$ cat config.mk
export PLATFORM = sky130hd
export DESIGN_NAME = hyp_front
export DESIGN_NICKNAME = d
export VERILOG_FILES = /design/src/hw/rtl/hyp_pkg.sv /design/src/hw/rtl/hyp_front.sv
export SDC_FILE = /design/constraint.sdc
export NUM_CORES = 2
export LEC_CHECK = 0
export ABC_AREA = 1
export BUFFER_PORTS_ARGS = -buffer_cell sky130_fd_sc_hd__buf_2
export CORE_ASPECT_RATIO = 0.6
export CORE_MARGIN = 3
export CORE_UTILIZATION = 30
export DETAILED_ROUTE_END_ITERATION = 12
export PLACE_DENSITY = 0.55
export SLEW_MARGIN = 20
export SYNTH_ARGS = -nofsm -noshare
export SYNTH_HDL_FRONTEND = slang
export SYNTH_SLANG_ARGS = --single-unit
$ cat constraint.sdc
create_clock -name clk_i -period 14.4 [get_ports clk_i]
set_input_delay 0.72 -clock clk_i [delete_from_list [all_inputs] [get_ports clk_i]]
set_output_delay 0.72 -clock clk_i [all_outputs]
set_load 0.03 [all_outputs]
$ cat src/hw/rtl/hyp_pkg.sv
`default_nettype none
package hyp_pkg;

  localparam logic [31:0] INF_BITS  = 32'h7f80_0000;
  localparam logic [31:0] ABS_MASK  = 32'h7fff_ffff;
  localparam logic [31:0] QUIET_BIT = 32'h0040_0000;

  // root unit: 32 result bits, two per stage
  localparam int SQ_STAGES = 16;
  localparam int SQ_STEPS  = 2;
  localparam int SQ_TOP    = 62;

  // special result decided at the input (infinity, NaN, both zero)
  typedef struct packed {
    logic        hit;
    logic [31:0] bits;
  } spec_t;

  // one operand, normalized: value = m * 2^e, m[23] set unless zero
  typedef struct packed {
    logic               zero;
    logic [23:0]        m;
    logic signed [11:0] e;
  } unp_t;

  // exact squares, normalized: value = p * 2^e, p[47] set unless zero
  typedef struct packed {
    spec_t              spec;
    logic               xz;
    logic               yz;
    logic [47:0]        xp;
    logic [47:0]        yp;
    logic signed [11:0] xe;
    logic signed [11:0] ye;
  } sq_t;

  // aligned addends; elsb is the exponent of bit 0
  typedef struct packed {
    spec_t              spec;
    logic [111:0]       big;
    logic [111:0]       lesser;
    logic               sticky;
    logic signed [11:0] elsb;
  } aln_t;

  // double-rounded sum: value = m * 2^e, m[52] set
  typedef struct packed {
    spec_t              spec;
    logic [52:0]        m;
    logic signed [11:0] e;
  } sum_t;

  // running state of the digit-by-digit root
  typedef struct packed {
    spec_t              spec;
    logic [62:0]        rem;
    logic [63:0]        res;
    logic               odd;
    logic signed [11:0] h;
  } root_t;

endpackage
`default_nettype wire

$ cat src/hw/rtl/hyp_front.sv
`default_nettype none
module hyp_front (
  input  wire logic         clk_i,
  input  wire logic         rst_ni,
  input  wire logic         en_i,
  input  wire logic         vld_i,
  input  wire logic [31:0]  x_bits_i,
  input  wire logic [31:0]  y_bits_i,
  output logic              vld_o,
  output hyp_pkg::sq_t      sq_o
);
  import hyp_pkg::*;

  function automatic unp_t unpack(input logic [31:0] b);
    unp_t        u;
    logic [23:0] m24;
    logic [4:0]  lz;
    logic        found;
    u.zero = (b[30:0] == 31'd0);
    m24    = {1'b0, b[22:0]};
    lz     = '0;
    found  = 1'b0;
    for (int i = 23; i >= 0; i--) begin
      if (!found && m24[i]) begin
        lz    = 5'(23 - i);
        found = 1'b1;
      end
    end
    if (b[30:23] != 8'd0) begin
      u.m = {1'b1, b[22:0]};
      u.e = $signed({4'b0, b[30:23]}) - 12'sd150;
    end else begin
      u.m = m24 << lz;
      u.e = -12'sd149 - $signed({7'b0, lz});
    end
    return u;
  endfunction

  logic [31:0] xa, ya;
  spec_t       spec_d, spec_q;
  unp_t        x_q, y_q;
  logic        vld1_q, vld2_q;
  logic [47:0] xp, yp;
  sq_t         sq_d, sq_q;

  assign xa = x_bits_i & ABS_MASK;
  assign ya = y_bits_i & ABS_MASK;

  always_comb begin
    spec_d.hit  = 1'b1;
    spec_d.bits = '0;
    if (xa == INF_BITS || ya == INF_BITS) begin
      spec_d.bits = INF_BITS;
    end else if (xa > INF_BITS) begin
      spec_d.bits = x_bits_i | QUIET_BIT;
    end else if (ya > INF_BITS) begin
      spec_d.bits = y_bits_i | QUIET_BIT;
    end else if (xa == 32'd0 && ya == 32'd0) begin
      spec_d.bits = '0;
    end else begin
      spec_d.hit = 1'b0;
    end
  end

  always_ff @(posedge clk_i or negedge rst_ni) begin
    if (!rst_ni) begin
      vld1_q <= 1'b0;
      vld2_q <= 1'b0;
    end else if (en_i) begin
      vld1_q <= vld_i;
      vld2_q <= vld1_q;
    end
  end

  always_ff @(posedge clk_i) begin
    if (en_i) begin
      spec_q <= spec_d;
      x_q    <= unpack(x_bits_i);
      y_q    <= unpack(y_bits_i);
      sq_q   <= sq_d;
    end
  end

  assign xp = x_q.m * x_q.m;
  assign yp = y_q.m * y_q.m;

  always_comb begin
    sq_d.spec = spec_q;
    sq_d.xz   = x_q.zero;
    sq_d.yz   = y_q.zero;
    if (xp[47]) begin
      sq_d.xp = xp;
      sq_d.xe = {x_q.e[10:0], 1'b0};
    end else begin
      sq_d.xp = {xp[46:0], 1'b0};
      sq_d.xe = {x_q.e[10:0], 1'b0} - 12'sd1;
    end
    if (yp[47]) begin
      sq_d.yp = yp;
      sq_d.ye = {y_q.e[10:0], 1'b0};
    end else begin
      sq_d.yp = {yp[46:0], 1'b0};
      sq_d.ye = {y_q.e[10:0], 1'b0} - 12'sd1;
    end
  end

  assign vld_o = vld2_q;
  assign sq_o  = sq_q;

endmodule
`default_nettype wire

==> Word level (Yosys, flattened, before mapping) <==
Cells that the tools add are included.
Widths: inputs -> output; s select.
{ "totals": {"word_cells": 282, "register_bits": 262, "out_inout_bits": 156} }
{ "op_classes": {"multipliers": 2, "reduce_logical": 97, "addsub": 6, "mux": 145, "eq_ne": 2, "order_cmp": 2, "n_shift": 2} }
{ "ops": {"columns": ["op", "count"], "rows": [
  ["$mux 5", 46],
  ["$mul 24x24->48", 2],
  ["$mux 47", 2],
  ["$mux 1", 91],
  ["$mux 35", 2],
  ["$logic_not 32->1", 2],
  ["$mux 32", 2],
  ["$eq 31x31->1 const B", 2],
  ["$gt 31x31->1 const B", 2],
  ["$logic_not 31->1", 2],
  ["$shl 23x5->24", 2],
  ["$logic_and 1x1->1", 45],
  ["$logic_not 1->1", 44],
  ["$mux 12", 2],
  ["$sub 12x1->12 const B", 2],
  ["$sub 9x6->10 const A", 2],
  ["$sub 8x8->9 const B", 2],
  ["$reduce_bool 8->1", 2],
  ["$reduce_or 3->1", 1],
  ["$logic_or 1x1->1", 1]
]} }

==> Logic depth before layout (Yosys ltp) <==
{ "logic_depth": {"depth_word": 92, "ltp_mapped": 33, "depth_no_buf": 30} }

==> Least setup slack after synthesis <==
No wires, ideal clock.
{ "synth_timing": {"path_kind": "flip-flop to flip-flop", "start": "register x_q[14] in the netlist's numbering", "end": "register sq_q, in the netlist sq_o[19], data pin", "period_less_slack_ns": 6.719, "t_required_ns": 14.142, "arrival_time_ns": 6.461, "stages_incl_launch_ff": 31, "path_buffers": 2, "path_slack_ns": 7.681, "setup_ns": 0.258, "path_cell_list": "edfxtp_1 -> clkbuf_1 -> nand2_1 -> fa_1 -> inv_1 -> fa_1 -> inv_1 -> fa_1 -> inv_1 -> fa_1 -> inv_1 -> fa_1 -> inv_1 -> fa_1 -> inv_1 -> fa_1 -> inv_1 -> ha_1 -> a21o_1 -> a21boi_0 -> inv_1 -> a21oi_1 -> o21ai_0 -> nand2_1 -> nand3_1 -> nand2_1 -> nand2_2 -> inv_2 -> buf_2 -> nand4_1 -> xnor2_1"} }
{ "synth_rtl": {"columns": ["item", "line", "source"], "rows": [
  ["start: declaration", "hyp_front.sv:41", "unp_t x_q, y_q;"],
  ["start signal: assignment", "hyp_front.sv:78", "x_q <= unpack(x_bits_i);"],
  ["end signal: assignment", "hyp_front.sv:80", "sq_q <= sq_d;"],
  ["end: declaration", "hyp_front.sv:44", "sq_t sq_d, sq_q;"]
]} }

==> impl_results.md <==
- Worst slew pin tran: 1.123 ns
- Yosys cell types: 53
- Largest cells by area after synthesis: fa_1 36%, edfxtp_1 16%, inv_1 13%
- Final worst path period share: 62.05%
- Clock root buffer: clkbuf_16
- Mapped Area: 46890 µm²
- Routed wire length: 153200 µm
- Detail Placement HPWL: 127700 µm
- Crit path DAT: 9.27 ns
- Crit start category: flop
- Yosys Warn Count: 0
- Crit path kind: reg2reg
- Area grow syn2layout: 9.712%
- Mean area per synthesized cell: 8.402 µm²
- Worst Hold Class: in2reg
- CTS H-Tree Depth: 2
- Initial DRC Count: 3742
- Register bit total from synthesis: 258
- Worst rel slew slack: 25.14%
- Routed Antenna Nets: 0
- Initial core utilization: 30.45%
- Post-CTS Setup Repair Bufs: 0
- RSZ-0062 raised after global routing: no
- Die ar.: 161200 µm²
- Clock Sink Count: 258
- CTS Buf Count: 34
- Min Tclk post-route: 8.936 ns
- Area share of the largest cell type after synthesis: 36.03%
- DR DRC count: 0
- Syn Inst Count: 5581
- Final setup vio count: 0
- Fraction of the yosys area taken by sequential cells: 16.50%
- Synthesized Nets: 6854
- Async SR Flop Fraction: 0.7752%
- Reg clk slew, reported paths: 0.07 ns
- Area of the core: 154000 µm²
- DR vias: 36889
- Data required, critical path: 14.74 ns
- Drt first pass iters: 7
- Routed len/inst: 19.65 µm
- CTS Buffer Depth: 3
- Ratio of cells with drive above 1 in the final layout: 6.895%
- Critical path's most frequent cell: inv_1
- Port Buffer Count: 223
- Layout Nets: 7009
- Rows: 111
- Crit-path max FO: 53
- Post-synth EDFFs: 256
- Count leader, synth: inv_1
- Antenna violations before repair: 40
- I/O pin total: 224
- Clk Latency, worst-skew pair: 0.60 ns
- Slowest library cell on the worst path: edfxtp_1
- Vias in the first global route: 36996
- CTS tree: done
- Chip width: 516.4 µm
- Crit end category: flop
- First-pass GRT wire length: 234700 µm
- Overflow after GRT: 0
- Via-to-Cell Ratio: 4.732
- Top cells by count, synth: 1599 x inv_1, 1209 x nand2_1, 844 x fa_1
- Final Slew Violations: 0
- Status: finished clean
- Hold Violations, Final: 0
- Area leader, netlist: fa_1
- GPL Wtd Cong: 0.9782
- Max Fclk: 0.1119 GHz
- GRT Util Overall: 19.10%
- Top FF cell, synth: edfxtp_1
- Setup TNS: 0 ns
- Layout Skew: 0.02984 ns
- Largest net degree at the start of global routing: 119
- Max_cap viols: 0
- Largest stage delay on the critical path: 1.09 ns
- Die Ht: 312.2 µm
## sequential cells by signal, summed over array words and instances (netlist names)
name and count:
x_q 33, vld_o 1, y_q 33, vld1_q 1, spec_q 33, sq_o 155
sq_d 2
## worst paths after layout
| path | slack [ns] | to | startpoint | cells after the start |
|---|---|---|---|---|
| worst max-delay path | 5.46 | sq_o[20] | x_q[14] | 30 |
| worst min-delay path | 0.33 | vld1_q | vld_i | 3 |
| worst max register to register | 5.46 | sq_o[20] | x_q[14] | 30 |
| worst min register to register | 0.42 | sq_o[148] | spec_q[26] | 0 |
| max in group asynchronous | 13.87 | vld1_q | rst_ni | 2 |
| min in group asynchronous | 0.42 | vld_o | rst_ni | 2 |
## per-stage QoR
stage | area (µm²) | util [%] | hold WS [ns] | setup slack [ns] | instances
after global routing | 51440 | 33.40 | 0.2928 | 4.941 | 7795
after global placement | 50270 | 32.64 | 0.4010 | 5.596 | 7726
after floorplan | 46890 | - | 0.4003 | 7.681 | 5581
after CTS | 51360 | 33.35 | 0.2624 | 5.566 | 7787
after detailed placement | 50300 | 32.66 | 0.4045 | 5.624 | 7728
final | 51450 | 33.40 | 0.3290 | 5.464 | 7796
## cells by family after synthesis
kind of cell	share of synthesized area, %
AO/OA/AOI/OAI	5.134
adder cells (fa/ha/maj)	45.66
buffers and inverters	14.40
multiplexers	0.02135
XOR/XNOR	2.297
flip-flops	16.50
AND/OR/NAND/NOR	15.99
## placed cells by master (no fill, tap or decap), types with 62 or more instances in the layout
cell type,n
fa_1,844
inv_1,1599
edfxtp_1,256
xor2_1,68
o21ai_0,153
buf_2,222
nand2_1,1209
nand4_1,62
nand3_1,220
ha_1,361
nor2_1,212
a21oi_1,152
## timing repair
action                    4_1_cts  5_1_grt
hold buffers                    1        0
gates resized for setup         0        0
hold endpoints to repair        2        0
## worst max-delay path: cells and delay by family, from the launching register on
kind / cells / cell delay (ns)
buffers and inverters: 10 / 1.41
and+or+nand+nor: 6 / 0.87
DFF: 1 / 1.09
AOI/OAI and AO/OA: 6 / 1.21
adders and majority gates: 8 / 4.05
## per-layer routing
layer | wire length (µm) | track usage [%] | vias up | share of wire (%)
met2 | 57990 | 24.97 | 1515 | 38
met1 | 77510 | 31.31 | 18263 | 51
met4 | 2595 | 3.149 | 6 | 1.7
met5 | 34 | 0 | - | 0.022
li1 | - | - | 16941 | -
met3 | 15030 | 4.521 | 164 | 9.8
## final cells by class
type	count	area, µm²
Clock buffer	35	854.6
Multi-Input combinational cell	3547	32420
Inverter	1612	6053
Clock inverter	23	197.7
Sequential cell	258	7737
Timing Repair Buffer	283	1632
Tap cell	2034	2545
Fill cell	16058	102600
Antenna cell	4	10.01
Power is not shown: default switching activity piles up to over one toggle a cycle in this logic, so the estimate is an artifact.
