**config.mk**
```make
export PLATFORM = sky130hd
export DESIGN_NAME = hyp_add
export DESIGN_NICKNAME = d
export VERILOG_FILES = /design/src/hw/rtl/hyp_pkg.sv /design/src/hw/rtl/hyp_add.sv
export SDC_FILE = /design/constraint.sdc
export NUM_CORES = 1
export LEC_CHECK = 0
export BUFFER_PORTS_ARGS = -buffer_cell sky130_fd_sc_hd__buf_2
export CAP_MARGIN = 20
export CORE_MARGIN = 1
export CORE_UTILIZATION = 44
export CTS_CLUSTER_SIZE = 16
export DETAILED_ROUTE_END_ITERATION = 8
export PLACE_DENSITY = 0.67
export SYNTH_ARGS = -nofsm -noshare
export SYNTH_HDL_FRONTEND = slang
export SYNTH_SLANG_ARGS = --single-unit
```
**constraint.sdc**
```tcl
create_clock -name clk_i -period 6.2 [get_ports clk_i]
set_clock_uncertainty 0.1 [all_clocks]
set_input_delay 0 -clock clk_i [delete_from_list [all_inputs] [get_ports clk_i]]
set_output_delay 0 -clock clk_i [all_outputs]
set_load 0.05 [all_outputs]
```
**src/hw/rtl/hyp_pkg.sv**
```systemverilog
`default_nettype none
package hyp_pkg;

  localparam logic [31:0] INF_BITS  = 32'h7f80_0000;
  localparam logic [31:0] ABS_MASK  = 32'h7fff_ffff;
  localparam logic [31:0] QUIET_BIT = 32'h0040_0000;

  // root unit: 32 result bits, two per stage
  localparam int SQ_STAGES = 16;
  localparam int SQ_STEPS  = 2;
  localparam int SQ_TOP    = 62;

  // special result decided at the input (infinity, NaN, both zero)
  typedef struct packed {
    logic        hit;
    logic [31:0] bits;
  } spec_t;

  // one operand, normalized: value = m * 2^e, m[23] set unless zero
  typedef struct packed {
    logic               zero;
    logic [23:0]        m;
    logic signed [11:0] e;
  } unp_t;

  // exact squares, normalized: value = p * 2^e, p[47] set unless zero
  typedef struct packed {
    spec_t              spec;
    logic               xz;
    logic               yz;
    logic [47:0]        xp;
    logic [47:0]        yp;
    logic signed [11:0] xe;
    logic signed [11:0] ye;
  } sq_t;

  // aligned addends; elsb is the exponent of bit 0
  typedef struct packed {
    spec_t              spec;
    logic [111:0]       big;
    logic [111:0]       lesser;
    logic               sticky;
    logic signed [11:0] elsb;
  } aln_t;

  // double-rounded sum: value = m * 2^e, m[52] set
  typedef struct packed {
    spec_t              spec;
    logic [52:0]        m;
    logic signed [11:0] e;
  } sum_t;

  // running state of the digit-by-digit root
  typedef struct packed {
    spec_t              spec;
    logic [62:0]        rem;
    logic [63:0]        res;
    logic               odd;
    logic signed [11:0] h;
  } root_t;

endpackage
`default_nettype wire

```
**src/hw/rtl/hyp_add.sv**
```systemverilog
`default_nettype none
module hyp_add (
  input  wire logic          clk_i,
  input  wire logic          rst_ni,
  input  wire logic          en_i,
  input  wire logic          vld_i,
  input  wire hyp_pkg::sq_t  sq_i,
  output logic               vld_o,
  output hyp_pkg::sum_t      sum_o
);
  import hyp_pkg::*;

  aln_t         aln_d, aln_q;
  sum_t         sum_d, sum_q;
  logic         vld1_q, vld2_q;
  logic [47:0]  pb, ps;
  logic signed [11:0] eb, es;
  logic [11:0]  sh_amt;
  logic [111:0] sw, mask;
  logic [112:0] s;
  logic [52:0]  k;
  logic [53:0]  kr;
  logic         g, st;
  logic signed [11:0] ek;

  // pick the larger square, shift the other one right
  always_comb begin
    if (sq_i.xz || (!sq_i.yz && sq_i.ye > sq_i.xe)) begin
      pb = sq_i.yp; eb = sq_i.ye;
      ps = sq_i.xz ? 48'd0 : sq_i.xp; es = sq_i.xe;
    end else begin
      pb = sq_i.xp; eb = sq_i.xe;
      ps = sq_i.yz ? 48'd0 : sq_i.yp; es = sq_i.ye;
    end
    sh_amt = 12'(eb - es);
    sw     = {ps, 64'd0};
    mask   = ~({112{1'b1}} << sh_amt[6:0]);
    aln_d.spec = sq_i.spec;
    aln_d.big  = {pb, 64'd0};
    aln_d.elsb = eb - 12'sd64;
    if (ps == 48'd0) begin
      aln_d.lesser = '0;
      aln_d.sticky = 1'b0;
    end else if (sh_amt >= 12'd112) begin
      aln_d.lesser = '0;
      aln_d.sticky = 1'b1;
    end else begin
      aln_d.lesser = sw >> sh_amt[6:0];
      aln_d.sticky = |(sw & mask);
    end
  end

  // add and round to 53 bits, nearest even
  always_comb begin
    s = {1'b0, aln_q.big} + {1'b0, aln_q.lesser};
    if (s[112]) begin
      k  = s[112:60];
      g  = s[59];
      st = (|s[58:0]) | aln_q.sticky;
      ek = aln_q.elsb + 12'sd60;
    end else begin
      k  = s[111:59];
      g  = s[58];
      st = (|s[57:0]) | aln_q.sticky;
      ek = aln_q.elsb + 12'sd59;
    end
    kr = {1'b0, k} + 54'(g & (st | k[0]));
    sum_d.spec = aln_q.spec;
    if (kr[53]) begin
      sum_d.m = kr[53:1];
      sum_d.e = ek + 12'sd1;
    end else begin
      sum_d.m = kr[52:0];
      sum_d.e = ek;
    end
  end

  always_ff @(posedge clk_i or negedge rst_ni) begin
    if (!rst_ni) begin
      vld1_q <= 1'b0;
      vld2_q <= 1'b0;
    end else if (en_i) begin
      vld1_q <= vld_i;
      vld2_q <= vld1_q;
    end
  end

  always_ff @(posedge clk_i) begin
    if (en_i) begin
      aln_q <= aln_d;
      sum_q <= sum_d;
    end
  end

  assign vld_o = vld2_q;
  assign sum_o = sum_q;

endmodule
`default_nettype wire

```
== After elaboration in Yosys (flattened, before gate mapping) ==
Cells that the tools add are included.

* Output and inout bits: 99
* Bits of input ports: 159
* Flip-flop bits (word level): 306
* Logic and storage cells: 50

* Bitwise operators: 6
* Shift-type cells: 2
* $lt $le $gt $ge: 2
* Add/sub/neg operators: 7
* Muxes and demuxes: 12
* Reductions and logical operators: 8

{| class="wikitable"
|+ Operators with widths
! cell !! number
|-
| 48-bit two-way mux || 4
|-
| 112-bit by 112-bit adder with 113-bit output || 1
|-
| 112-bit AND || 1
|-
| 112-bit inverter || 1
|-
| 112-bit OR reduction || 1
|-
| 112-bit by 7-bit << shifter with 112-bit output, first input constant || 1
|-
| 112-bit by 7-bit right shift with 112-bit output || 1
|-
| 64-bit two-way mux || 1
|-
| 59-bit OR reduction || 1
|-
| 58-bit OR reduction || 1
|-
| 53-bit by 1-bit adder with 54-bit output || 1
|-
| 53-bit two-way mux || 1
|-
| 48-bit zero test || 1
|-
| 12-bit two-way mux || 3
|-
| 12-bit by 7-bit adder with 12-bit output, second input constant || 2
|-
| 12-bit by 2-bit adder with 12-bit output, second input constant || 1
|-
| 12-bit by 7-bit >= comparator with 1-bit output, second input constant || 1
|-
| 12-bit greater-than comparator || 1
|-
| 12-bit subtractor || 1
|-
| 12-bit by 8-bit subtractor with 12-bit output, second input constant || 1
|-
| 1-bit two-way mux || 3
|-
| 1-bit OR || 3
|-
| 2-bit OR reduction || 1
|-
| 1-bit AND || 1
|-
| other kinds (3) || 3
|}

== Logic depth before layout (Yosys ltp) ==
* Depth in word-level cells: 10
* Depth in mapped cells: 28
* Mapped depth without buffers: 23

== Worst setup path after synthesis ==
Ideal clock, no wire load.

* Path type: register -> register
* From: reg aln_q[77] (netlist bit)
* To: reg sum_q (netlist bit sum_o[64]), data pin
* Setup time: 0.146 ns
* Data required time: 5.954 ns
* Cell stages (with the launch flop): 28
* Arrival time: 6.568 ns
* Buffers on the path: 4
* Slack: -0.614 ns
* Period minus slack after synthesis: 6.814 ns
* Cells stage by stage: edfxtp_1 ha_1 fa_1 a21o_2 a221oi_4 o32ai_2 a21boi_4 o21ai_2 and4_4 buf_6 nor2_1 clkbuf_1 clkbuf_1 clkbuf_1 nand2_1 a21boi_0 ha_1 and4_1 nand3_1 and3b_1 and3_1 nand3_1 nor2_1 o2111ai_1 nor3_1 nand4b_1 o311a_1 a21oi_1

* Cells in the longest elaborated chain, start to end: 5
* Elaborated cells between the ends (all ways): 7
* Those cells by class: 2 x add/sub; 3 x mux; 2 x bitwise

{| class="wikitable"
|+ Ends and longest elaborated chain
! what !! RTL line !! source
|-
| start: declaration || hyp_add.sv:13 || <nowiki>aln_t aln_d, aln_q;</nowiki>
|-
| start signal: assignment || hyp_add.sv:90 || <nowiki>aln_q <= aln_d;</nowiki>
|-
| 112-bit by 112-bit adder with 113-bit output * || hyp_add.sv:55 || <nowiki>s = {1'b0, aln_q.big} + {1'b0, aln_q.lesser};</nowiki>
|-
| 1-bit two-way mux or 53-bit two-way mux (tied branches) || hyp_add.sv:56 || <nowiki>if (s[112]) begin</nowiki>
|-
| 1-bit OR || hyp_add.sv:67 || <nowiki>kr = {1'b0, k} + 54'(g & (st | k[0]));</nowiki>
|-
| 1-bit AND || hyp_add.sv:67 ||
|-
| 53-bit by 1-bit adder with 54-bit output * || hyp_add.sv:67 ||
|-
| end signal: assignment || hyp_add.sv:91 || <nowiki>sum_q <= sum_d;</nowiki>
|-
| end: declaration || hyp_add.sv:14 || <nowiki>sum_t sum_d, sum_q;</nowiki>
|}

Every way passes the cells marked *; elsewhere a longest branch is shown, timed or not.
A chain may end at the register's enable or synchronous reset.

==> run metrics <==
outcome finished clean; final hold vios 0; hold endpoint aln_q[256]; flop2flop setup slack roughly 0.27 ns; core outline area a little under 60000 sq um; Remaining DRCs 0; Synth top cells by count 371 x nand2_1, 304 x edfxtp_1, 238 x nor2_1; initial antenna violation count 13; CTS buffer count 31; largest net degree at the start of global routing about 130; RSZ-0062 raised after global routing no; hold crit path type in -> reg; DR vias/cell between 6 and 7; critical-path maximum fanout 8; fillers about 5300; Seq/Total Area, Yosys approximately a third; Setup-failing EPs final 0; Die X about 250 microns; Initial DRC Count ~3200; Detailed Place HPWL 90000 microns; Synth Instances roughly 2900; Leak Pwr about 0.012 uW; Worst Path Arrival 6.17 ns; die area 60400 sq um; worst r2r src aln_q[77]; Synth area leaders edfxtp_1 35%, mux4_2 5.9%, nand2_1 5.3%; asr flop ratio synth less than 1%; Internal about 5300 uW; Routed WL per cell about 28 microns; setup TNS 0 ns; Max stage delay cell, worst path nor4_1; Avg Cell Area, Syn a little over 9 sq um; Worst Setup Slack, final approximately 0.27 ns; r2r worst-path depth 16; I/O pin count 258; crit path kind reg -> reg; CTS tree done; grt total ovfl 0; Distinct cells, synth about 120; Clock transition at path regs roughly 0.07 ns; reg2reg end sum_o[8]; Synth Warn # 0; vias in the first global route approximately 26000; Logic pwr share just over 50%; Sw Ratio a little over two fifths; Top cell by count, worst path buf_4; CTS max path bufs 3; Die H about 250 microns; CTS Sinks between 300 and 400; worst-path cell chain ha_1 -> fa_1 -> a21o_2 -> a221oi_4 -> buf_4 -> o32a_2 -> o211ai_1 -> a31oi_1 -> o221ai_1 -> a2bb2oi_1 -> a211oi_1 -> nand4b_1 -> nor4_1 -> buf_4 -> a41oi_1 -> xnor2_1; CP Capture Type flop; Routed WL about 120000 microns; worst hold start sq_i[141]; fmax roughly 170 MHz; fraction of layout cells with a size suffix above 1 20.2%; post-synthesis net count just over 3000; Initial Util between 40% and 50%; Final Cell Area roughly 32000 sq um; post-synth top area share 34.9%; Most used DFF post-synth edfxtp_1; post-synthesis cell type with the largest combined area edfxtp_1; fin crit share between 90% and 100%; Max IR drop VDD 0.327 mV; NumNets Final 3555; Yosys reg bits between 300 and 400; Slew HR between 20% and 30%; Cell Area, Synth ~26000 sq um; Worst-Margin Slew about 1.1 ns; Required @ worst endpoint roughly 6.4 ns; CP Depth 16; GP Congestion a little over 1; Setup crit start kind flop; WP buf/inv 2; first-pass GRT wire length between 150000 and 200000 microns; total iterations of the first detailed-routing run 6; Max Slew Vio Count 0; DR vias 27500; sequential power share between 20% and 30%; CP top delay family compound AO/OA/AOI/OAI gates; post-route minimum period 5.93 ns; area of the multi-input gates 16100 sq um; I/O Buffers approximately 260; root buffer cell clkbuf_16; pre-CTS WS 0.0960 ns; Hold Crit Depth 2; GRT Overall Usage 37.4%; pwr dens about 290 nW/um^2; antenna viol nets, final 0; clock insertion delay at the later pin of the skew report approximately 0.6 ns; Max Cap Viol 0; P_sw just over 4000 uW; H-tree Lvls 1; Final Power 9330 uW; slowest cell delay on critical path 0.74 ns; most frequent cell after synthesis nand2_1; Seq. cell area roughly 9000 sq um; Post-synth EDFFs between 300 and 400; Layout Area Growth over Synthesis 22.5%; row count about 90; Clk pwr share between 20% and 30%; Post-Place Cell Area 29200 sq um
## how the worst max path moves through the flow
| stage | from | end | slack [ns] |
|---|---|---|---|
| after floorplan | aln_q[77] | sum_o[19] | 0.01 |
| after global placement | aln_q[77] | sum_o[17] | 0.22 |
| after detailed placement | aln_q[189] | sum_o[19] | 0.1 |
| after CTS | aln_q[77] | sum_o[19] | 0.09 |
| after global routing | aln_q[77] | sum_o[31] | 0.01 |
| final | aln_q[77] | sum_o[8] | 0.27 |
## flip-flops by register name, summed over array words and instances (netlist names)
| register | count |
|---|---|
| vld_o | 1 |
| sum_o | 98 |
| vld1_q | 1 |
| aln_q | 206 |
## cell usage in the layout (no fill, tap or decap), drive strengths merged, types with 19 or more instances in the layout
master / netlist / routed
xor2: 45 / 45
o22ai: 23 / 23
and3: 26 / 26
mux4: 68 / 68
clkbuf: 144 / 46
nor4: 59 / 59
o21ai: 157 / 157
nor3: 110 / 110
buf: 56 / 447
a22o: 43 / 43
nand2: 371 / 371
nand3: 84 / 84
dlygate4sd3: 0 / 174
a221o: 23 / 23
o211ai: 54 / 54
edfxtp: 304 / 304
a31oi: 32 / 32
nand4: 46 / 46
nor2: 238 / 238
and2: 30 / 30
inv: 37 / 38
mux2i: 63 / 63
a21oi: 190 / 190
a211oi: 56 / 56
or3: 19 / 19
xnor2: 62 / 62
ha: 67 / 67
a21o: 37 / 37
a22oi: 88 / 88
## metrics by stage
stage               instances  utilization (%)  hold WS (ns)
floorplan                2874                -        -0.396
global placement         3885             50.2        -0.316
detailed placement       3885             50.2        -0.313
CTS                      4116             55.0      0.000258
global route             4123             55.1        0.0201
finish                   4124             55.1        0.0264
## routing by layer
metal,share of wire (%),track usage [%],up-vias,routed length [microns]
met5,0.044,0,-,51
met4,6.2,20.1,8,7140
met3,9.0,5.70,338,10400
met2,45,58.8,1712,51700
met1,40,49.5,13200,46300
li1,-,-,12200,-
## kinds of logic after synthesis
| kind of cell | synth area share (%) |
|---|---|
| buf+inv | 4.07 |
| mux | 9.05 |
| compound gates | 24.8 |
| simple gates | 20.1 |
| flops | 35.1 |
| xor+xnor | 3.59 |
| fa+ha+maj | 3.28 |
## timing repair
item	in CTS	in global routing
endpoints found under the setup margin	0	34
hold buffers	174	0
hold endpoints to repair	191	0
resized for setup	0	5
setup buffers	0	1
## power groups by stage
stage                     combinational [uW]  clock [uW]  sequential (uW)
final                                   4790        1910             2640
after global routing                    5010        2000             2660
after CTS                               4620        1940             2640
after detailed placement                4500           0             2680
after global placement                  4480           0             2670
after floorplan                         2500           0             3020
## cell type report
| class | count | share of cell area, % |
|---|---|---|
| Antenna cell | 7 | 0.0547 |
| Clock buffer | 46 | 2.75 |
| Clock inverter | 11 | 0.481 |
| Inverter | 39 | 0.457 |
| Multi-Input combinational cell | 2329 | 50.1 |
| Sequential cell | 306 | 28.7 |
| Tap cell | 765 | 2.99 |
| Timing Repair Buffer | 621 | 14.4 |
No activity file was read; power rests on OpenSTA's default activity.
