`config.mk`:
```
export PLATFORM = sky130hd
export DESIGN_NAME = hyp_sqrt
export DESIGN_NICKNAME = d
export VERILOG_FILES = /design/src/hw/rtl/hyp_pkg.sv /design/src/hw/rtl/hyp_sqrt.sv
export SDC_FILE = /design/constraint.sdc
export NUM_CORES = 2
export LEC_CHECK = 0
export ABC_CLOCK_PERIOD_IN_PS = 7030
export BUFFER_PORTS_ARGS = -buffer_cell sky130_fd_sc_hd__buf_2
export CAP_MARGIN = 25
export CORE_MARGIN = 1.5
export CORE_UTILIZATION = 57
export DETAILED_ROUTE_END_ITERATION = 12
export PLACE_DENSITY = 0.82
export SLEW_MARGIN = 0
export SYNTH_ARGS = -nofsm -noshare
export SYNTH_HDL_FRONTEND = slang
export SYNTH_SLANG_ARGS = --single-unit
```
`constraint.sdc`:
```
create_clock -name clk_i -period 7.03 [get_ports clk_i]
set_input_delay 0.703 -clock clk_i [delete_from_list [all_inputs] [get_ports clk_i]]
set_output_delay 0.703 -clock clk_i [all_outputs]
set_load 0.03 [all_outputs]
```
`src/hw/rtl/hyp_pkg.sv`:
```
`default_nettype none
package hyp_pkg;

  localparam logic [31:0] INF_BITS  = 32'h7f80_0000;
  localparam logic [31:0] ABS_MASK  = 32'h7fff_ffff;
  localparam logic [31:0] QUIET_BIT = 32'h0040_0000;

  // root unit: 32 result bits, two per stage
  localparam int SQ_STAGES = 16;
  localparam int SQ_STEPS  = 2;
  localparam int SQ_TOP    = 62;

  // special result decided at the input (infinity, NaN, both zero)
  typedef struct packed {
    logic        hit;
    logic [31:0] bits;
  } spec_t;

  // one operand, normalized: value = m * 2^e, m[23] set unless zero
  typedef struct packed {
    logic               zero;
    logic [23:0]        m;
    logic signed [11:0] e;
  } unp_t;

  // exact squares, normalized: value = p * 2^e, p[47] set unless zero
  typedef struct packed {
    spec_t              spec;
    logic               xz;
    logic               yz;
    logic [47:0]        xp;
    logic [47:0]        yp;
    logic signed [11:0] xe;
    logic signed [11:0] ye;
  } sq_t;

  // aligned addends; elsb is the exponent of bit 0
  typedef struct packed {
    spec_t              spec;
    logic [111:0]       big;
    logic [111:0]       lesser;
    logic               sticky;
    logic signed [11:0] elsb;
  } aln_t;

  // double-rounded sum: value = m * 2^e, m[52] set
  typedef struct packed {
    spec_t              spec;
    logic [52:0]        m;
    logic signed [11:0] e;
  } sum_t;

  // running state of the digit-by-digit root
  typedef struct packed {
    spec_t              spec;
    logic [62:0]        rem;
    logic [63:0]        res;
    logic               odd;
    logic signed [11:0] h;
  } root_t;

endpackage
`default_nettype wire

```
`src/hw/rtl/hyp_sqrt.sv`:
```
`default_nettype none
module hyp_sqrt (
  input  wire logic           clk_i,
  input  wire logic           rst_ni,
  input  wire logic           en_i,
  input  wire logic           vld_i,
  input  wire hyp_pkg::sum_t  sum_i,
  output logic                vld_o,
  output hyp_pkg::root_t      root_o
);
  import hyp_pkg::*;

  root_t              init;
  root_t              stg_in [SQ_STAGES];
  root_t              stg_d  [SQ_STAGES];
  root_t              stg_q  [SQ_STAGES];
  logic [SQ_STAGES-1:0] vld_q;
  logic signed [11:0] e0;

  // radicand with leading one at bit 61 or 62, exponent made even
  always_comb begin
    e0 = sum_i.e - 12'sd9;
    init.spec = sum_i.spec;
    init.res  = '0;
    init.odd  = e0[0];
    if (e0[0]) begin
      init.rem = {sum_i.m, 10'd0};
      init.h   = (e0 - 12'sd1) >>> 1;
    end else begin
      init.rem = {1'b0, sum_i.m, 9'd0};
      init.h   = e0 >>> 1;
    end
  end

  assign stg_in[0] = init;

  for (genvar g = 0; g < SQ_STAGES; g++) begin : g_stage
    if (g > 0) begin : g_link
      assign stg_in[g] = stg_q[g-1];
    end

    always_comb begin
      root_t       r;
      logic [63:0] bitv;
      logic [63:0] trial;
      r = stg_in[g];
      for (int i = 0; i < SQ_STEPS; i++) begin
        bitv  = 64'd1 << (SQ_TOP - 2 * (SQ_STEPS * g + i));
        trial = r.res + bitv;
        if ({1'b0, r.rem} >= trial) begin
          r.rem = r.rem - trial[62:0];
          r.res = (r.res >> 1) + bitv;
        end else begin
          r.res = r.res >> 1;
        end
      end
      stg_d[g] = r;
    end

    always_ff @(posedge clk_i or negedge rst_ni) begin
      if (!rst_ni) begin
        vld_q[g] <= 1'b0;
      end else if (en_i) begin
        vld_q[g] <= (g == 0) ? vld_i : vld_q[(g == 0) ? 0 : g-1];
      end
    end

    always_ff @(posedge clk_i) begin
      if (en_i) begin
        stg_q[g] <= stg_d[g];
      end
    end
  end

  assign vld_o  = vld_q[SQ_STAGES-1];
  assign root_o = stg_q[SQ_STAGES-1];

endmodule
`default_nettype wire

```
After elaboration in Yosys (flattened, before gate mapping)
Memory sizes are Yosys's and may differ from the RTL's.
Cells that the tools add are included.
W data, S select, Z words.
{"block": "op_classes", "addsub": 96, "mux": 68, "n_lt_le_gt_ge": 32}
{"op": "$mux W63", "n": 34}
{"op": "$ge A63 B64 Y1", "n": 31}
{"op": "$mux W64", "n": 31}
{"op": "$sub A63 B63 Y63", "n": 31}
{"op": "$add A63 B1 Y64 const B", "n": 1}
{"op": "$add A63 B11 Y64 const B", "n": 1}
{"op": "$add A63 B13 Y64 const B", "n": 1}
{"op": "$add A63 B15 Y64 const B", "n": 1}
{"op": "$add A63 B17 Y64 const B", "n": 1}
{"op": "$add A63 B19 Y64 const B", "n": 1}
{"op": "$add A63 B21 Y64 const B", "n": 1}
{"op": "$add A63 B23 Y64 const B", "n": 1}
{"op": "$add A63 B25 Y64 const B", "n": 1}
{"op": "$add A63 B27 Y64 const B", "n": 1}
{"op": "$add A63 B29 Y64 const B", "n": 1}
{"op": "$add A63 B3 Y64 const B", "n": 1}
{"op": "$add A63 B31 Y64 const B", "n": 1}
{"op": "$add A63 B33 Y64 const B", "n": 1}
{"op": "$add A63 B35 Y64 const B", "n": 1}
{"op": "$add A63 B37 Y64 const B", "n": 1}
{"op": "$add A63 B39 Y64 const B", "n": 1}
{"op": "$add A63 B41 Y64 const B", "n": 1}
{"op": "$add A63 B43 Y64 const B", "n": 1}
{"op": "$add A63 B45 Y64 const B", "n": 1}
{"op": "48 further kinds", "n": 49}
{"block": "word_totals", "out_inout_bits": 174, "ramBits": 2768, "n_memories": 1, "word_cells": 213, "reg_bits": 16}
{"name": "stg_q", "depth": 16, "width": 173, "rd": 16, "rd_clocked_by_memory_dff": 0, "write_ports": 16, "line_no": "hyp_sqrt.sv:16", "source": "root_t stg_q [SQ_STAGES];"}

Longest topological paths before layout
{"block": "logic_depth", "word_depth": 7, "ltp_mapped": 31, "depth_no_buf": 28}

Worst setup path before layout
No wires, ideal clock.
{"block": "synth_path", "kind": "register to register", "start": "mem stg_q[1][950] (netlist name)", "end": "mem stg_q[1][1147] (netlist name) (data pin)", "t_arrival_ns": 6.849, "setup_time_ns": 0.260, "stages_incl_launch_ff": 28, "n_path_buf": 5, "setup_slack_ns": -0.079, "synth_period_minus_slack_ns": 7.109, "path_cell_list": "edfxtp_1 > ha_1 > fa_1 > a211oi_1 > o21ai_0 > nand3_1 > a311oi_1 > o21ai_1 > and3_1 > buf_2 > clkbuf_1 > clkbuf_1 > o21ai_0 > ha_1 > and2_1 > a311oi_1 > a211oi_1 > o21ai_0 > o21ai_0 > a31oi_1 > a211oi_1 > o21a_1 > or2_2 > nor4_1 > nand2_1 > buf_2 > buf_2 > mux2_2"}
{"element": "from (decl)", "line_no": "hyp_sqrt.sv:16"}

==> impl_metrics.prom <==
# TYPE chip_impl_metric gauge
chip_impl_metric{name="power_density",unit="mW/mm2"} 387
chip_impl_metric{name="global_route.usage.total",unit="%"} 28.0
chip_impl_metric{name="hold-worst-slack",unit="ps"} 76.1
chip_impl_metric{name="route.detailed.wl_per_inst",unit="um"} 21.2
chip_impl_metric{name="antenna_cells_inserted",unit=""} 0
chip_impl_metric{name="cellInternalPower",unit="W"} 0.0286
chip_impl_metric{name="power.sequential.fraction",unit="%"} 35.2
chip_impl_metric{name="count_of_endpoints_failing_hold_in_the_final_timing_report",unit=""} 0
chip_impl_metric{name="synth_enable_flop_cells",unit=""} 1869
chip_impl_metric{name="area.growth.synth_to_final",unit="%"} 12.9
chip_impl_info{name="worst_hold_path_type",value="input pin to flop"} 1
chip_impl_metric{name="cts-root-to-sink-buffers",unit=""} 3
chip_impl_metric{name="via_count_of_the_first_global_routing_pass",unit=""} 74194
chip_impl_info{name="start_kind",value="flop"} 1
chip_impl_metric{name="power.leakage",unit="nW"} 45.0
chip_impl_metric{name="globalRoute.totalOverflow",unit=""} 0
chip_impl_metric{name="fmax",unit="MHz"} 148
chip_impl_metric{name="clock_power_share",unit="%"} 23.1
chip_impl_info{name="run_status",value="finished clean"} 1
chip_impl_metric{name="multi_input_comb_area",unit="mm2"} 0.0449
chip_impl_metric{name="design.portCount",unit=""} 276
chip_impl_metric{name="worst_skew_pair.late_latency",unit="ps"} 890
chip_impl_metric{name="route.antenna.remaining_nets",unit=""} 0
chip_impl_metric{name="synthesis.yosys.warnings",unit=""} 0
chip_impl_info{name="worstSetupPathType",value="flop to flop"} 1
chip_impl_info{name="cts-root-buf",value="sky130_fd_sc_hd__clkbuf_16"} 1
chip_impl_metric{name="switching_power",unit="W"} 0.0168
chip_impl_metric{name="drt_first_iter_violations",unit=""} 5469
chip_impl_metric{name="timing.setup.tns",unit="ps"} 0
chip_impl_metric{name="total_setup_buffers_inserted_after_cts",unit=""} 0
chip_impl_metric{name="dr_total_vias",unit=""} 75277
chip_impl_metric{name="std_cell_rows",unit=""} 156
chip_impl_metric{name="final_max_slew_viol_count",unit=""} 0
chip_impl_metric{name="firstDrtPassIters",unit=""} 8
chip_impl_metric{name="avgSynthCellArea",unit="um2"} 11.2
chip_impl_metric{name="timing.max_cap.violations",unit=""} 0
chip_impl_metric{name="starting_utilization_of_the_core_area",unit="%"} 57.5
chip_impl_metric{name="gate_count_after_technology_mapping",unit=""} 9293
chip_impl_metric{name="ir_drop",unit="mV"} 0.296
chip_impl_metric{name="crit_path_max_fanout",unit=""} 11
chip_impl_metric{name="ff_latch_area",unit="mm2"} 0.0565
chip_impl_metric{name="routabilityCongestion",unit=""} 0.957
chip_impl_metric{name="die_area",unit="mm2"} 0.185
chip_impl_metric{name="antenna_found_initial",unit=""} 1
chip_impl_metric{name="port-buffer-count",unit=""} 243
chip_impl_metric{name="yosys.cell_types.count",unit=""} 105
chip_impl_info{name="unrepaired_setup_endpoints_after_global_routing",value="no"} 1
chip_impl_metric{name="layout_worst_path_cycle_share",unit="%"} 96.2
chip_impl_metric{name="die_w",unit="um"} 431
chip_impl_metric{name="ys_seq_elements",unit=""} 1885
chip_impl_metric{name="fin_worst_skew",unit="ps"} 77.5
chip_impl_metric{name="post_synth_instance_area",unit="mm2"} 0.104
chip_impl_metric{name="tightest_slew",unit="ps"} 1080
chip_impl_metric{name="core_area",unit="mm2"} 0.181
chip_impl_metric{name="timing.max_slew.rel_slack",unit="%"} 25.9
chip_impl_metric{name="drc",unit=""} 0
chip_impl_metric{name="layout-drive-gt1-share",unit="%"} 12.5
chip_impl_metric{name="timing.final.setup_violations",unit=""} 0
chip_impl_metric{name="synth-async-reset-ratio",unit="%"} 0.849
chip_impl_metric{name="detailedPlacementHpwl",unit="mm"} 200
chip_impl_metric{name="synth-seq-area-share",unit="%"} 54.2
chip_impl_metric{name="die_y",unit="um"} 431
chip_impl_metric{name="grt_pass1_wl",unit="mm"} 408
chip_impl_info{name="postSynth.topFlopCell",value="sky130_fd_sc_hd__edfxtp_1"} 1
chip_impl_metric{name="grt_start_max_net_pins",unit=""} 205
chip_impl_metric{name="final_net_count",unit=""} 10552
chip_impl_info{name="tritoncts",value="yes"} 1
chip_impl_metric{name="cp_data_arrival_time",unit="ps"} 7330
chip_impl_metric{name="cts_sinks",unit=""} 1885
chip_impl_metric{name="share_of_total_power_consumed_by_net_switching",unit="%"} 37.0
chip_impl_metric{name="timing.critical_path.required",unit="ps"} 7600
chip_impl_metric{name="time_the_final_worst_path_needs_with_i_o_delays_and_setup",unit="ps"} 6770
chip_impl_metric{name="cts_inserted_buffers",unit=""} 191
chip_impl_info{name="worst_setup_path_end_kind",value="flop"} 1
chip_impl_metric{name="vias_per_cell",unit=""} 6.05
chip_impl_metric{name="htree_num_levels",unit=""} 4
chip_impl_metric{name="layout_fillers",unit=""} 13630
chip_impl_metric{name="detail_route.wirelength",unit="mm"} 264
chip_impl_metric{name="fraction_of_power_consumed_by_combinational_cells",unit="%"} 41.7
chip_impl_metric{name="clk_pin_slew",unit="ps"} 60
==> final cells by class <==
type	instances	share of cell area (%)
Clock inverter	141	1.40
Sequential cell	1885	48.1
Clock buffer	216	4.22
Tap cell	2370	2.52
Timing Repair Buffer	662	4.00
Multi-Input combinational cell	6669	38.2
Inverter	503	1.61
==> metal layers <==
metal | part of all wire, % | GRT usage [%] | vias up
li1 | - | - | 36101
met1 | 38 | 32.5 | 35918
met2 | 51 | 50.3 | 2558
met3 | 5.0 | 3.30 | 698
met4 | 5.8 | 15.3 | 2
met5 | 0.0049 | 0 | -
==> metrics by stage <==
step	cell area, um2	utilization [%]	setup slack [ps]	cells	total power, W
detailed placement	111000	61.0	61.1	12054	0.0347
finish	118000	64.9	265	12446	0.0455
CTS	117000	64.9	9.41	12443	0.0454
floorplan	104000	-	2.82	9324	0.0292
global placement	111000	61.0	67.9	12054	0.0343
global route	118000	64.9	6.72	12446	0.0481
==> registers in the layout (all words and copies together), names as in the netlist <==
signal,count
vld_o,1
vld_q,15
stg_q,1869
==> cell usage in the layout (no fill, tap or decap), types with 243 or more instances in the layout <==
cell                          n
sky130_fd_sc_hd__a21oi_1    679
sky130_fd_sc_hd__buf_2      243
sky130_fd_sc_hd__buf_4      366
sky130_fd_sc_hd__edfxtp_1  1869
sky130_fd_sc_hd__ha_1       536
sky130_fd_sc_hd__inv_1      493
sky130_fd_sc_hd__nand2_1    700
sky130_fd_sc_hd__nor2_1     757
sky130_fd_sc_hd__o21ai_0    408
sky130_fd_sc_hd__xnor2_1    532
sky130_fd_sc_hd__xor2_1     283
==> logic make-up (layout without fill, tap and decap cells) <==
logic type               Yosys count  in the layout  share of synthesized area (%)
AO/OA/AOI/OAI                   2100           2100                           12.9
XOR/XNOR                         815            815                           6.85
adder cells (fa/ha/maj)          538            538                           6.47
buffers and inverters            770           1522                           2.94
flip-flops                      1885           1885                           54.2
multiplexers                     200            200                           2.14
other                              1             32                        0.00360
AND/OR/NAND/NOR                 2984           2984                           14.5
==> cell usage after synthesis (87+ instances only) <==
library cell	count	share of area, %
sky130_fd_sc_hd__nand2b_1	87	0.52
sky130_fd_sc_hd__a21oi_1	680	3.3
sky130_fd_sc_hd__xnor2_1	532	4.5
sky130_fd_sc_hd__nand4_1	168	1.0
sky130_fd_sc_hd__a21o_1	223	1.6
sky130_fd_sc_hd__xor2_1	283	2.4
sky130_fd_sc_hd__nand2_1	700	2.5
sky130_fd_sc_hd__clkbuf_1	182	0.66
sky130_fd_sc_hd__o21a_1	108	0.78
sky130_fd_sc_hd__mux2_2	174	1.9
sky130_fd_sc_hd__nor2_1	758	2.7
sky130_fd_sc_hd__nor2b_1	98	0.59
sky130_fd_sc_hd__ha_1	536	6.4
sky130_fd_sc_hd__nor4_1	202	1.2
sky130_fd_sc_hd__nor3_1	213	1.0
sky130_fd_sc_hd__o21ai_0	410	2.0
sky130_fd_sc_hd__nand3_1	209	1.0
sky130_fd_sc_hd__inv_1	494	1.8
sky130_fd_sc_hd__edfxtp_1	1869	54
==> critical path, cell delays in order, from the launching register on <==
cell and delay [ps]:
sky130_fd_sc_hd__edfxtp_1 390, sky130_fd_sc_hd__inv_1 100, sky130_fd_sc_hd__ha_1 220, sky130_fd_sc_hd__fa_1 300
sky130_fd_sc_hd__a211oi_2 110, sky130_fd_sc_hd__o21ai_0 380, sky130_fd_sc_hd__nand3_1 210, sky130_fd_sc_hd__a311oi_1 370
sky130_fd_sc_hd__o21ai_1 130, sky130_fd_sc_hd__and3_1 240, sky130_fd_sc_hd__buf_4 190, sky130_fd_sc_hd__o21ai_0 300
sky130_fd_sc_hd__ha_1 340, sky130_fd_sc_hd__and2_1 170, sky130_fd_sc_hd__a311oi_2 320, sky130_fd_sc_hd__a211oi_1 180
sky130_fd_sc_hd__o21ai_0 300, sky130_fd_sc_hd__o21ai_1 170, sky130_fd_sc_hd__a31oi_2 280, sky130_fd_sc_hd__a211oi_1 160
sky130_fd_sc_hd__o21a_1 210, sky130_fd_sc_hd__or2_2 340, sky130_fd_sc_hd__or2_2 340, sky130_fd_sc_hd__a31oi_1 150
sky130_fd_sc_hd__buf_4 210, sky130_fd_sc_hd__nand4_1 130, sky130_fd_sc_hd__xor2_1 200
==> power by group through the flow <==
stage               clock (W)  sequential [W]  combinational, W
finish                 0.0105          0.0160            0.0190
global route           0.0111          0.0162            0.0208
CTS                    0.0107          0.0160            0.0187
detailed placement          0          0.0162            0.0185
global placement            0          0.0161            0.0181
floorplan                   0          0.0158            0.0134
==> final timing paths <==
kind                                       end  slack (ps)           from  cells after the start
worst max register to register  stg_q[1][1169]         260  stg_q[1][886]                     26
min in group asynchronous             vld_q[1]         310         rst_ni                      2
max in group asynchronous             vld_q[8]        6450         rst_ni                      2
worst max-delay path            stg_q[1][1169]         260  stg_q[1][886]                     26
worst min-delay path             stg_q[0][152]          80      sum_i[77]                      1
worst min register to register   stg_q[0][857]         370  stg_q[0][684]                      0
==> timing repair <==
| item | in CTS | in global routing |
|---|---|---|
| hold endpoints to repair | 47 | 0 |
| resized for setup | 0 | 24 |
| endpoints found under the setup margin | 0 | 174 |
| hold buffers | 32 | 0 |
(Power assumes the default switching activity.)
